[src/rtl/core/versioned_key_table_assert.svh]
// assertion macros for the versioned key table
`ifndef VERSIONED_KEY_TABLE_ASSERT_SVH
`define VERSIONED_KEY_TABLE_ASSERT_SVH

`ifndef ASSERT_OFF
`define VKT_ASSERT_IMP(lbl, clk, rst_n, ante, cons) \
    lbl: assert property (@(posedge clk) disable iff (!rst_n) (ante) |-> (cons)) \
        else $error("vkt check failed");
`define VKT_ASSERT_NXT(lbl, clk, rst_n, ante, cons) \
    lbl: assert property (@(posedge clk) disable iff (!rst_n) (ante) |=> (cons)) \
        else $error("vkt check failed");
`else
`define VKT_ASSERT_IMP(lbl, clk, rst_n, ante, cons)
`define VKT_ASSERT_NXT(lbl, clk, rst_n, ante, cons)
`endif

`endif

[src/rtl/core/vkt_pkg.sv]
package vkt_pkg;

    localparam int DEF_TABLE_SLOTS = 16;
    localparam int MAX_RESULTS     = 16;

    localparam int ACT_W      = 3;
    localparam int KEY_W      = 32;
    localparam int VER_W      = 8;
    localparam int PAY_W      = 32;
    localparam int STAT_W     = 2;
    localparam int SLOT_OUT_W = 4;
    localparam int ENTRY_W    = KEY_W + VER_W + PAY_W;

    localparam logic [ACT_W-1:0] ACT_INSERT     = 3'd0;
    localparam logic [ACT_W-1:0] ACT_DEL_KEY    = 3'd1;
    localparam logic [ACT_W-1:0] ACT_DEL_VER    = 3'd2;
    localparam logic [ACT_W-1:0] ACT_PRUNE      = 3'd3;
    localparam logic [ACT_W-1:0] ACT_SEARCH_KEY = 3'd4;
    localparam logic [ACT_W-1:0] ACT_SEARCH_VER = 3'd5;

    localparam logic [STAT_W-1:0] ST_OK        = 2'd0;
    localparam logic [STAT_W-1:0] ST_NOT_FOUND = 2'd1;
    localparam logic [STAT_W-1:0] ST_FULL      = 2'd2;
    localparam logic [STAT_W-1:0] ST_BAD_KEY   = 2'd3;

    typedef struct packed {
        logic [ACT_W-1:0] action;
        logic             bad_key;
        logic [KEY_W-1:0] key;
        logic [VER_W-1:0] version;
        logic [PAY_W-1:0] payload;
    } cmd_t;

    typedef struct packed {
        logic                  valid;
        logic [STAT_W-1:0]     status;
        logic [SLOT_OUT_W-1:0] slot;
        logic [KEY_W-1:0]      key;
        logic [VER_W-1:0]      version;
        logic [PAY_W-1:0]      payload;
        logic                  last;
    } res_t;

endpackage

[src/rtl/core/vkt_ram.sv]
module vkt_ram #(
    parameter int WIDTH = 8,
    parameter int DEPTH = 16
) (
    input  logic                     clk,
    input  logic                     we,
    input  logic [$clog2(DEPTH)-1:0] waddr,
    input  logic [WIDTH-1:0]         wdata,
    input  logic [$clog2(DEPTH)-1:0] raddr,
    output logic [WIDTH-1:0]         rdata
);

    logic [WIDTH-1:0] mem [DEPTH];
    logic [WIDTH-1:0] rdata_reg;

    always_ff @(posedge clk)
    begin
        if (we)
        begin
            mem[waddr] <= wdata;
        end
        rdata_reg <= mem[raddr];
    end

    assign rdata = rdata_reg;

endmodule

[src/rtl/core/vkt_front.sv]
module vkt_front (
    input  logic                       clk,
    input  logic                       rst_n,
    input  logic                       start,
    output logic                       busy,
    input  logic [vkt_pkg::ACT_W-1:0]  action,
    input  logic [vkt_pkg::KEY_W-1:0]  key,
    input  logic [vkt_pkg::VER_W-1:0]  version,
    input  logic [vkt_pkg::PAY_W-1:0]  payload,
    output logic                       cmd_valid,
    output vkt_pkg::cmd_t              cmd,
    input  logic                       pop
);

    vkt_pkg::cmd_t q_reg [2];
    vkt_pkg::cmd_t cmd_in;
    logic          wr_ptr_reg, wr_ptr_next;
    logic          rd_ptr_reg, rd_ptr_next;
    logic [1:0]    cnt_reg, cnt_next;
    logic          legal;
    logic          push;

    always_comb
    begin
        case (action) inside
            vkt_pkg::ACT_INSERT, vkt_pkg::ACT_DEL_KEY, vkt_pkg::ACT_DEL_VER,
            vkt_pkg::ACT_PRUNE, vkt_pkg::ACT_SEARCH_KEY, vkt_pkg::ACT_SEARCH_VER:
                legal = 1'b1;
            default:
                legal = 1'b0;
        endcase
    end

    assign busy = (cnt_reg == 2'd2);
    // unused action codes are dropped here and never reach the back end
    assign push = start && !busy && legal;

    always_comb
    begin
        cmd_in.action  = action;
        cmd_in.bad_key = (action == vkt_pkg::ACT_INSERT) && (key == '0);
        cmd_in.key     = key;
        cmd_in.version = version;
        cmd_in.payload = payload;
    end

    assign cmd_valid = (cnt_reg != 2'd0);
    assign cmd       = q_reg[rd_ptr_reg];

    always_comb
    begin
        wr_ptr_next = wr_ptr_reg ^ push;
        rd_ptr_next = rd_ptr_reg ^ pop;
        cnt_next    = cnt_reg + {1'b0, push} - {1'b0, pop};
    end

    always_ff @(posedge clk or negedge rst_n)
    begin
        if (!rst_n)
        begin
            wr_ptr_reg <= 1'b0;
            rd_ptr_reg <= 1'b0;
            cnt_reg    <= 2'd0;
        end
        else
        begin
            wr_ptr_reg <= wr_ptr_next;
            rd_ptr_reg <= rd_ptr_next;
            cnt_reg    <= cnt_next;
        end
    end

    always_ff @(posedge clk)
    begin
        if (push)
        begin
            q_reg[wr_ptr_reg] <= cmd_in;
        end
    end

endmodule

[src/rtl/core/vkt_back.sv]
module vkt_back #(
    parameter int TABLE_SLOTS = vkt_pkg::DEF_TABLE_SLOTS
) (
    input  logic          clk,
    input  logic          rst_n,
    input  logic          cmd_valid,
    input  vkt_pkg::cmd_t cmd,
    output logic          pop,
    output vkt_pkg::res_t res
);

    localparam int SW = $clog2(TABLE_SLOTS);
    localparam int CW = SW + 1;
    localparam int NW = $clog2(vkt_pkg::MAX_RESULTS + 1);

    typedef enum logic [5:0] {
        S_IDLE    = 6'b000001,
        S_SCAN    = 6'b000010,
        S_FINISH  = 6'b000100,
        S_PJ_RD   = 6'b001000,
        S_PJ_CAP  = 6'b010000,
        S_PI_SCAN = 6'b100000
    } state_t;

    function automatic vkt_pkg::res_t mk_res(
        input logic [vkt_pkg::STAT_W-1:0] status,
        input logic [SW-1:0]              slot,
        input logic [vkt_pkg::KEY_W-1:0]  key,
        input logic [vkt_pkg::VER_W-1:0]  version,
        input logic [vkt_pkg::PAY_W-1:0]  payload,
        input logic                       last
    );
        vkt_pkg::res_t r;
        r.valid   = 1'b1;
        r.status  = status;
        r.slot    = vkt_pkg::SLOT_OUT_W'(slot);
        r.key     = key;
        r.version = version;
        r.payload = payload;
        r.last    = last;
        return r;
    endfunction

    state_t                     state_reg, state_next;
    vkt_pkg::cmd_t              op_reg, op_next;
    logic [TABLE_SLOTS-1:0]     valid_reg, valid_next;
    logic [CW-1:0]              iss_reg, iss_next;
    logic                       rd_v_reg, rd_v_next;
    logic [SW-1:0]              rd_idx_reg, rd_idx_next;
    logic                       hit_v_reg, hit_v_next;
    logic [SW-1:0]              hit_reg, hit_next;
    logic [vkt_pkg::VER_W-1:0]  hit_ver_reg, hit_ver_next;
    logic [vkt_pkg::PAY_W-1:0]  hit_pay_reg, hit_pay_next;
    logic [vkt_pkg::VER_W-1:0]  cnt_reg, cnt_next;
    logic                       pend_v_reg, pend_v_next;
    logic [SW-1:0]              pend_slot_reg, pend_slot_next;
    logic [vkt_pkg::VER_W-1:0]  pend_ver_reg, pend_ver_next;
    logic [vkt_pkg::PAY_W-1:0]  pend_pay_reg, pend_pay_next;
    logic [NW-1:0]              n_reg, n_next;
    logic [CW-1:0]              j_reg, j_next;
    logic [vkt_pkg::KEY_W-1:0]  kj_reg, kj_next;
    logic [vkt_pkg::VER_W-1:0]  vj_reg, vj_next;
    vkt_pkg::res_t              res_reg, res_next;

    logic                       ram_we;
    logic [SW-1:0]              ram_waddr;
    logic [vkt_pkg::ENTRY_W-1:0] ram_wdata;
    logic [SW-1:0]              ram_raddr;
    logic [vkt_pkg::ENTRY_W-1:0] ram_rdata;

    logic [vkt_pkg::KEY_W-1:0]  e_key;
    logic [vkt_pkg::VER_W-1:0]  e_ver;
    logic [vkt_pkg::PAY_W-1:0]  e_pay;
    logic                       e_valid;
    logic                       key_hit;
    logic                       ver_hit;
    logic                       scan_end;
    logic [NW-1:0]              n_after;
    logic [vkt_pkg::VER_W-1:0]  new_ver;

    vkt_ram #(
        .WIDTH (vkt_pkg::ENTRY_W),
        .DEPTH (TABLE_SLOTS)
    ) u_ram (
        .clk   (clk),
        .we    (ram_we),
        .waddr (ram_waddr),
        .wdata (ram_wdata),
        .raddr (ram_raddr),
        .rdata (ram_rdata)
    );

    assign e_key    = ram_rdata[vkt_pkg::ENTRY_W-1 -: vkt_pkg::KEY_W];
    assign e_ver    = ram_rdata[vkt_pkg::PAY_W +: vkt_pkg::VER_W];
    assign e_pay    = ram_rdata[vkt_pkg::PAY_W-1:0];
    assign e_valid  = valid_reg[rd_idx_reg];
    assign key_hit  = rd_v_reg && e_valid && (e_key == op_reg.key);
    assign ver_hit  = key_hit && (e_ver == op_reg.version);
    assign scan_end = rd_v_reg && (rd_idx_reg == SW'(TABLE_SLOTS - 1));
    assign n_after  = n_reg + NW'(pend_v_reg);
    assign new_ver  = cnt_reg + 8'd1;

    assign ram_raddr = (state_reg == S_PJ_RD) ? j_reg[SW-1:0] : iss_reg[SW-1:0];
    assign ram_waddr = hit_reg;
    assign ram_wdata = {op_reg.key, new_ver, op_reg.payload};
    assign ram_we    = (state_reg == S_FINISH) && (op_reg.action == vkt_pkg::ACT_INSERT)
                       && hit_v_reg;

    always_comb
    begin
        state_next     = state_reg;
        op_next        = op_reg;
        valid_next     = valid_reg;
        iss_next       = iss_reg;
        rd_v_next      = 1'b0;
        rd_idx_next    = rd_idx_reg;
        hit_v_next     = hit_v_reg;
        hit_next       = hit_reg;
        hit_ver_next   = hit_ver_reg;
        hit_pay_next   = hit_pay_reg;
        cnt_next       = cnt_reg;
        pend_v_next    = pend_v_reg;
        pend_slot_next = pend_slot_reg;
        pend_ver_next  = pend_ver_reg;
        pend_pay_next  = pend_pay_reg;
        n_next         = n_reg;
        j_next         = j_reg;
        kj_next        = kj_reg;
        vj_next        = vj_reg;
        res_next       = '0;
        pop            = 1'b0;

        // the read issue pipeline is shared by the plain scan and the prune inner scan
        if ((state_reg == S_SCAN) || (state_reg == S_PI_SCAN))
        begin
            if (iss_reg < CW'(TABLE_SLOTS))
            begin
                rd_v_next   = 1'b1;
                rd_idx_next = iss_reg[SW-1:0];
                iss_next    = iss_reg + 1'b1;
            end
        end

        unique case (state_reg)
            S_IDLE:
            begin
                if (cmd_valid)
                begin
                    pop         = 1'b1;
                    op_next     = cmd;
                    iss_next    = '0;
                    hit_v_next  = 1'b0;
                    cnt_next    = '0;
                    pend_v_next = 1'b0;
                    n_next      = '0;
                    j_next      = '0;
                    if (cmd.bad_key)
                    begin
                        res_next = mk_res(vkt_pkg::ST_BAD_KEY, '0, '0, '0, '0, 1'b1);
                    end
                    else if (cmd.action == vkt_pkg::ACT_PRUNE)
                    begin
                        state_next = S_PJ_RD;
                    end
                    else
                    begin
                        state_next = S_SCAN;
                    end
                end
            end
            S_SCAN:
            begin
                case (op_reg.action)
                    vkt_pkg::ACT_INSERT:
                    begin
                        if (rd_v_reg && !e_valid && !hit_v_reg)
                        begin
                            hit_v_next = 1'b1;
                            hit_next   = rd_idx_reg;
                        end
                        if (key_hit)
                        begin
                            cnt_next = cnt_reg + 1'b1;
                        end
                    end
                    vkt_pkg::ACT_DEL_KEY:
                    begin
                        if (key_hit)
                        begin
                            valid_next[rd_idx_reg] = 1'b0;
                            if (!hit_v_reg)
                            begin
                                hit_v_next = 1'b1;
                                hit_next   = rd_idx_reg;
                            end
                        end
                    end
                    vkt_pkg::ACT_SEARCH_KEY:
                    begin
                        if (key_hit)
                        begin
                            // hold one match back so the final one can carry last
                            if (pend_v_reg)
                            begin
                                res_next = mk_res(vkt_pkg::ST_OK, pend_slot_reg, op_reg.key,
                                                  pend_ver_reg, pend_pay_reg, 1'b0);
                            end
                            n_next         = n_after;
                            pend_v_next    = 1'b1;
                            pend_slot_next = rd_idx_reg;
                            pend_ver_next  = e_ver;
                            pend_pay_next  = e_pay;
                        end
                    end
                    default:
                    begin
                        if (ver_hit && !hit_v_reg)
                        begin
                            hit_v_next   = 1'b1;
                            hit_next     = rd_idx_reg;
                            hit_ver_next = e_ver;
                            hit_pay_next = e_pay;
                        end
                    end
                endcase
                if (scan_end ||
                    (key_hit && (op_reg.action == vkt_pkg::ACT_SEARCH_KEY) &&
                     (n_after == NW'(vkt_pkg::MAX_RESULTS - 1))))
                begin
                    state_next = S_FINISH;
                end
            end
            S_FINISH:
            begin
                state_next = S_IDLE;
                case (op_reg.action)
                    vkt_pkg::ACT_INSERT:
                    begin
                        if (hit_v_reg)
                        begin
                            valid_next[hit_reg] = 1'b1;
                            res_next = mk_res(vkt_pkg::ST_OK, hit_reg, op_reg.key, new_ver,
                                              op_reg.payload, 1'b1);
                        end
                        else
                        begin
                            res_next = mk_res(vkt_pkg::ST_FULL, '0, op_reg.key, '0, '0, 1'b1);
                        end
                    end
                    vkt_pkg::ACT_DEL_KEY:
                    begin
                        if (hit_v_reg)
                        begin
                            res_next = mk_res(vkt_pkg::ST_OK, hit_reg, op_reg.key, '0, '0,
                                              1'b1);
                        end
                        else
                        begin
                            res_next = mk_res(vkt_pkg::ST_NOT_FOUND, '0, op_reg.key,
                                              op_reg.version, '0, 1'b1);
                        end
                    end
                    vkt_pkg::ACT_SEARCH_KEY:
                    begin
                        if (pend_v_reg)
                        begin
                            res_next = mk_res(vkt_pkg::ST_OK, pend_slot_reg, op_reg.key,
                                              pend_ver_reg, pend_pay_reg, 1'b1);
                        end
                        else
                        begin
                            res_next = mk_res(vkt_pkg::ST_NOT_FOUND, '0, op_reg.key,
                                              op_reg.version, '0, 1'b1);
                        end
                    end
                    default:
                    begin
                        if (hit_v_reg)
                        begin
                            if (op_reg.action == vkt_pkg::ACT_DEL_VER)
                            begin
                                valid_next[hit_reg] = 1'b0;
                            end
                            res_next = mk_res(vkt_pkg::ST_OK, hit_reg, op_reg.key,
                                              hit_ver_reg, hit_pay_reg, 1'b1);
                        end
                        else
                        begin
                            res_next = mk_res(vkt_pkg::ST_NOT_FOUND, '0, op_reg.key,
                                              op_reg.version, '0, 1'b1);
                        end
                    end
                endcase
            end
            S_PJ_RD:
            begin
                if (j_reg == CW'(TABLE_SLOTS))
                begin
                    res_next   = mk_res(vkt_pkg::ST_OK, '0, '0, '0, '0, 1'b1);
                    state_next = S_IDLE;
                end
                else if (!valid_reg[j_reg[SW-1:0]])
                begin
                    j_next = j_reg + 1'b1;
                end
                else
                begin
                    state_next = S_PJ_CAP;
                end
            end
            S_PJ_CAP:
            begin
                kj_next    = e_key;
                vj_next    = e_ver;
                iss_next   = '0;
                state_next = S_PI_SCAN;
            end
            S_PI_SCAN:
            begin
                // a newer version of the same key retires entry j
                if (rd_v_reg && e_valid && (e_key == kj_reg) && (e_ver > vj_reg))
                begin
                    valid_next[j_reg[SW-1:0]] = 1'b0;
                end
                if (scan_end)
                begin
                    j_next     = j_reg + 1'b1;
                    state_next = S_PJ_RD;
                end
            end
            default:
            begin
                state_next = S_IDLE;
            end
        endcase
    end

    always_ff @(posedge clk or negedge rst_n)
    begin
        if (!rst_n)
        begin
            state_reg  <= S_IDLE;
            valid_reg  <= '0;
            iss_reg    <= '0;
            rd_v_reg   <= 1'b0;
            hit_v_reg  <= 1'b0;
            pend_v_reg <= 1'b0;
            n_reg      <= '0;
            j_reg      <= '0;
            cnt_reg    <= '0;
            res_reg    <= '0;
        end
        else
        begin
            state_reg  <= state_next;
            valid_reg  <= valid_next;
            iss_reg    <= iss_next;
            rd_v_reg   <= rd_v_next;
            hit_v_reg  <= hit_v_next;
            pend_v_reg <= pend_v_next;
            n_reg      <= n_next;
            j_reg      <= j_next;
            cnt_reg    <= cnt_next;
            res_reg    <= res_next;
        end
    end

    always_ff @(posedge clk)
    begin
        op_reg        <= op_next;
        rd_idx_reg    <= rd_idx_next;
        hit_reg       <= hit_next;
        hit_ver_reg   <= hit_ver_next;
        hit_pay_reg   <= hit_pay_next;
        pend_slot_reg <= pend_slot_next;
        pend_ver_reg  <= pend_ver_next;
        pend_pay_reg  <= pend_pay_next;
        kj_reg        <= kj_next;
        vj_reg        <= vj_next;
    end

    assign res = res_reg;

endmodule

[src/rtl/core/versioned_key_table.sv]
// insert, delete and search scan the table with one slot read per cycle from the entry ram
// search by key streams one result per matching slot during that scan, up to MAX_RESULTS
// prune runs a full scan of the table for each live entry
// two-deep command queue; the back end takes a new command only when the last one is done
// reset empties the table at once through per-slot valid bits; no clearing pass
`include "versioned_key_table_assert.svh"

module versioned_key_table #(
    parameter int TABLE_SLOTS = vkt_pkg::DEF_TABLE_SLOTS
) (
    input  logic                              clk,
    input  logic                              rst_n,
    input  logic                              start,
    output logic                              busy,
    input  logic [vkt_pkg::ACT_W-1:0]         action,
    input  logic signed [vkt_pkg::KEY_W-1:0]  key,
    input  logic [vkt_pkg::VER_W-1:0]         version,
    input  logic [vkt_pkg::PAY_W-1:0]         payload,
    output logic                              result_valid,
    output logic [vkt_pkg::STAT_W-1:0]        status,
    output logic [vkt_pkg::SLOT_OUT_W-1:0]    slot,
    output logic signed [vkt_pkg::KEY_W-1:0]  found_key,
    output logic [vkt_pkg::VER_W-1:0]         found_version,
    output logic [vkt_pkg::PAY_W-1:0]         found_payload,
    output logic                              last
);

    logic          cmd_valid;
    vkt_pkg::cmd_t cmd;
    logic          pop;
    vkt_pkg::res_t res;

    vkt_front u_front (
        .clk       (clk),
        .rst_n     (rst_n),
        .start     (start),
        .busy      (busy),
        .action    (action),
        .key       (key),
        .version   (version),
        .payload   (payload),
        .cmd_valid (cmd_valid),
        .cmd       (cmd),
        .pop       (pop)
    );

    vkt_back #(
        .TABLE_SLOTS (TABLE_SLOTS)
    ) u_back (
        .clk       (clk),
        .rst_n     (rst_n),
        .cmd_valid (cmd_valid),
        .cmd       (cmd),
        .pop       (pop),
        .res       (res)
    );

    assign result_valid  = res.valid;
    assign status        = res.status;
    assign slot          = res.slot;
    assign found_key     = res.key;
    assign found_version = res.version;
    assign found_payload = res.payload;
    assign last          = res.last;

    `VKT_ASSERT_IMP(a_err_is_last, clk, rst_n, result_valid && (status != vkt_pkg::ST_OK), last)
    `VKT_ASSERT_IMP(a_bad_key_zero, clk, rst_n, result_valid && (status == vkt_pkg::ST_BAD_KEY), (found_key == '0) && (slot == '0))
    `VKT_ASSERT_IMP(a_busy_has_cmd, clk, rst_n, busy, cmd_valid)
    `VKT_ASSERT_IMP(a_no_pop_when_empty, clk, rst_n, pop, cmd_valid)

endmodule
[config.mk]
export PLATFORM = sky130hd
export DESIGN_NAME = versioned_key_table
export DESIGN_NICKNAME = d
export VERILOG_FILES = /design/src/rtl/core/vkt_pkg.sv /design/src/rtl/core/vkt_ram.sv /design/src/rtl/core/vkt_front.sv /design/src/rtl/core/vkt_back.sv /design/src/rtl/core/versioned_key_table.sv
export VERILOG_INCLUDE_DIRS = /design/src /design/src/rtl/core
export SDC_FILE = /design/constraint.sdc
export NUM_CORES = 2
export LEC_CHECK = 0
export ABC_CLOCK_PERIOD_IN_PS = 8900
export CAP_MARGIN = 20
export CORE_AREA = 2 2 363 365
export DETAILED_ROUTE_END_ITERATION = 8
export DIE_AREA = 0 0 365 367
export DONT_BUFFER_PORTS = 1
export SETUP_SLACK_MARGIN = 0.5
export SYNTH_ARGS = -nofsm -noshare
export SYNTH_HDL_FRONTEND = slang
export SYNTH_HIERARCHICAL = 1
export SYNTH_SLANG_ARGS = --single-unit
[constraint.sdc]
create_clock -name clk -period 8.9 [get_ports clk]
set_clock_uncertainty 0.15 [all_clocks]
set_input_delay 0.89 -clock clk [delete_from_list [all_inputs] [get_ports clk]]
set_output_delay 0.89 -clock clk [all_outputs]
set_load 0.005 [all_outputs]
==> flow_summary.yaml <==
worst_hold_path:
  hold_end: "u_back/pend_pay_reg[28]"
  hold_class: "flip-flop to flip-flop"
  min_from: "u_back/u_ram/rdata[28]"
  holdPathStages: 0
synthesis:
  yosys_warnings: 6
  syn-cell-area_sq_um: 64700
  synth_area_leaders: "edfxtp_1 70%, mux4_2 10%, dfrtp_1 5.1%, dfxtp_1 2.2%, a22oi_1 2.1%"
  yosys.area.top_type: "edfxtp_1"
  synth_top_family_by_area: "multiplexers"
  avgSynthCellArea_sq_um: 20.1
  synth_compound_area_frac: 0.0362
  synth.most_common_cell: "edfxtp_1"
  synthSimpleGateAreaFrac: 0.0342
  synth_top_area_frac: 0.702
  async_reset_ff_frac: 0.0770
  synthMuxAreaShare: 0.123
  ys_types: 65
  syn_inst: 3209
  synth_fa_ha_area_frac: 0.00387
  synth_seq_area_share: 0.775
  synth_common_cells: "1511 x edfxtp_1, 294 x mux4_2, 184 x a22oi_1"
  synth_flop_cell: "edfxtp_1"
  synth_edf_count: 1511
  synth_seq_cells: 1715
  synth_xor_area_frac: 0.0121
  syn-num-nets: 3307
timing:
  min_period_ns: 5.07
  min_period_over_period: 0.570
  setup_viol: 0
  tightestPinTransition_ns: 1.15
  fin_setup_tns_ns: 0
  hold_viol_final: 0
  whs_ns: 0.262
  maxSlewHeadroom: 0.233
  rsz0062_at_grt: "false"
  fmaxAchievable_ghz: 0.197
  slew_violations: 0
detailed_routing:
  drc_errors: 0
  drt-vias-per-instance: 6.01
  wl_per_cell_um: 27.9
  drt_iter0_markers: 3143
  vias: 31790
  finalWirelength_um: 148000
  dr.pass1.iters: 5
  ant_nets: 0
layout:
  nFillCells: 9731
  largest_register_ffs: 1152
  drive_gt1_frac: 0.221
  fin_area_sq_um: 73500
  area.growth.synth_to_final_pct: 13.7
  nets: 3474
clock_network:
  clk_latency_ns: 0.80
  clkTransAtPathRegs_ns: 0.06
  cts_tree: "yes"
  root_buffer: "clkbuf_16"
  clockBufferDepth: 3
  cts_max_level: 4
  numCtsBuffers: 175
  clock-sinks: 1715
worst_setup_path:
  crit_family: "simple AND/OR/NAND/NOR gates"
  crit_path_cell_trace: "nor4_1 -> nand3b_1 -> buf_4 -> nor4_1 -> and2_1 -> nand3_1 -> nor2_4 -> buf_4 -> buf_4"
  cp-end-kind: "flip-flop"
  rr_startpoint: "u_back/state_reg[5]"
  r2r_setup_slack_ns: 3.83
  crit_fanout: 63
  cp.arrival_ns: 5.35
  worst_path_most_repeated_cell: "buf_4"
  path_buf_inv: 3
  slowest_stage: "nor2_4"
  cp-start-kind: "flip-flop"
  crit_type: "flip-flop to flip-flop"
  worstPathRequired_ns: 9.18
  slowest_delay_ns: 0.75
  r2r_end: "u_back/u_ram/mem[13][35]"
  worst_r2r_path_depth: 9
die:
  die_x_um: 365
  placementRows: 133
  ios: 159
  coreArea_sq_um: 130000
  initial_utilization: 0.496
  dieHeight_um: 367
  dieArea_sq_um: 134000
job:
  cap_viol_max_count: 0
placement:
  post_dp_cell_area_sq_um: 66800
  io_buffers: 0
  globalplace.congestion: 0.806
  hpwl_um: 80000
global_route:
  grt_pass1_vias: 32893
  grt_max_degree: 161
  grt_use_total: 0.224
  grt_pass1_wl_um: 218000
  overflow: 0
  grt_antenna_before_repair: 4
status:
  status: "completed"
pwr:
  pwr_density_cell_nw_per_um2: 298
  p_leak_nw: 23.8
  irDropWorstVdd_uv: 228
[metal layers]
metal | vias up | global-route usage | wire length (um)
met4 | 0 | 0.0590 | 3150
met2 | 1328 | 0.347 | 69800
met5 | - | 0 | 0
li1 | 13337 | - | -
met1 | 16906 | 0.333 | 63900
met3 | 219 | 0.0359 | 10900
[through the flow]
stage | utilization | cells | total power (W) | worst slack [ns]
after floorplan | - | 3209 | 0.0133 | 1.16
after CTS | 0.563 | 5283 | 0.0221 | 3.82
after global placement | 0.512 | 4874 | 0.0145 | 3.86
final | 0.564 | 5287 | 0.0219 | 3.83
after global routing | 0.564 | 5286 | 0.0228 | 3.54
after detailed placement | 0.512 | 4874 | 0.0146 | 3.84
[cell type report]
| class | instances | area [sq um] | share of cell area |
|---|---|---|---|
| antenna | 1 | 2.50 | 0.0000340 |
| clock buffer | 228 | 4860 | 0.0661 |
| clock inverter | 104 | 1060 | 0.0145 |
| inverter | 27 | 104 | 0.00141 |
| multi-input combinational | 1308 | 13800 | 0.187 |
| sequential | 1715 | 50100 | 0.682 |
| tap | 1755 | 2200 | 0.0299 |
| timing repair buffer | 149 | 1400 | 0.0190 |
[worst register-to-register path, stage by stage, from the launching register on]
cell	delay, ns
dfrtp_1	0.46
nor4_1	0.46
nand3b_1	0.14
buf_4	0.40
nor4_1	0.45
and2_1	0.33
nand3_1	0.34
nor2_4	0.75
buf_4	0.62
buf_4	0.58
[power breakdown]
| group | internal [W] | switching, W |
|---|---|---|
| logic | 0.00147 | 0.00180 |
| clock network | 0.00439 | 0.00305 |
| registers | 0.0102 | 0.000983 |
| total | 0.0160 | 0.00583 |
[how the worst max path moves through the flow]
| stage | to | start | depth (start not counted) | slack, ns |
|---|---|---|---|---|
| floorplan | u_back/u_ram/mem[0][0] | u_back/state_reg[1] | 7 | 1.16 |
| global placement | u_back/u_ram/mem[13][53] | u_back/state_reg[5] | 9 | 3.86 |
| detailed placement | u_back/u_ram/mem[13][46] | u_back/state_reg[5] | 9 | 3.84 |
| CTS | u_back/u_ram/mem[13][69] | u_back/state_reg[5] | 9 | 3.82 |
| global route | u_back/u_ram/mem[13][58] | u_back/state_reg[5] | 9 | 3.54 |
| finish | u_back/u_ram/mem[13][35] | u_back/state_reg[5] | 9 | 3.83 |
[timing repair]
item                                    4_1_cts  5_1_grt
endpoints found under the hold margin       282        0
buffers inserted                              0        0
endpoints found under the setup margin        0        0
hold buffers                                 77        0
resized for setup                             0        0
[cell families after synthesis]
logic type | after synthesis
xor+xnor | 89
simple gates | 457
buf+inv | 186
compound gates | 337
mux | 405
flops | 1715
fa+ha+maj | 20
[cells in the final DEF, fill, tap and decap left out, types with 5 or more instances in the layout]
cell type,n
a21oi_1,48
a221o_1,11
a221oi_1,9
a22oi_1,184
buf_4,67
bufinv_16,18
clkbuf_1,29
clkbuf_16,179
clkbuf_8,20
clkinv_1,29
clkinv_2,36
clkinvlp_4,6
dfrtp_1,130
dfxtp_1,72
dlygate4sd3_1,76
edfxtp_1,1511
ha_1,18
inv_1,25
inv_6,9
mux2_1,10
mux2_2,59
mux2_4,30
mux2i_1,12
mux4_2,294
nand2_1,140
nand2b_1,12
nand3_1,43
nand3b_1,8
nand4_1,25
nor2_1,98
nor2_4,14
nor2b_1,43
nor3_1,13
nor3_2,6
nor4_1,19
o21ai_0,51
or2_2,5
xnor2_1,50
xor2_1,39
(Power assumes the default switching activity.)
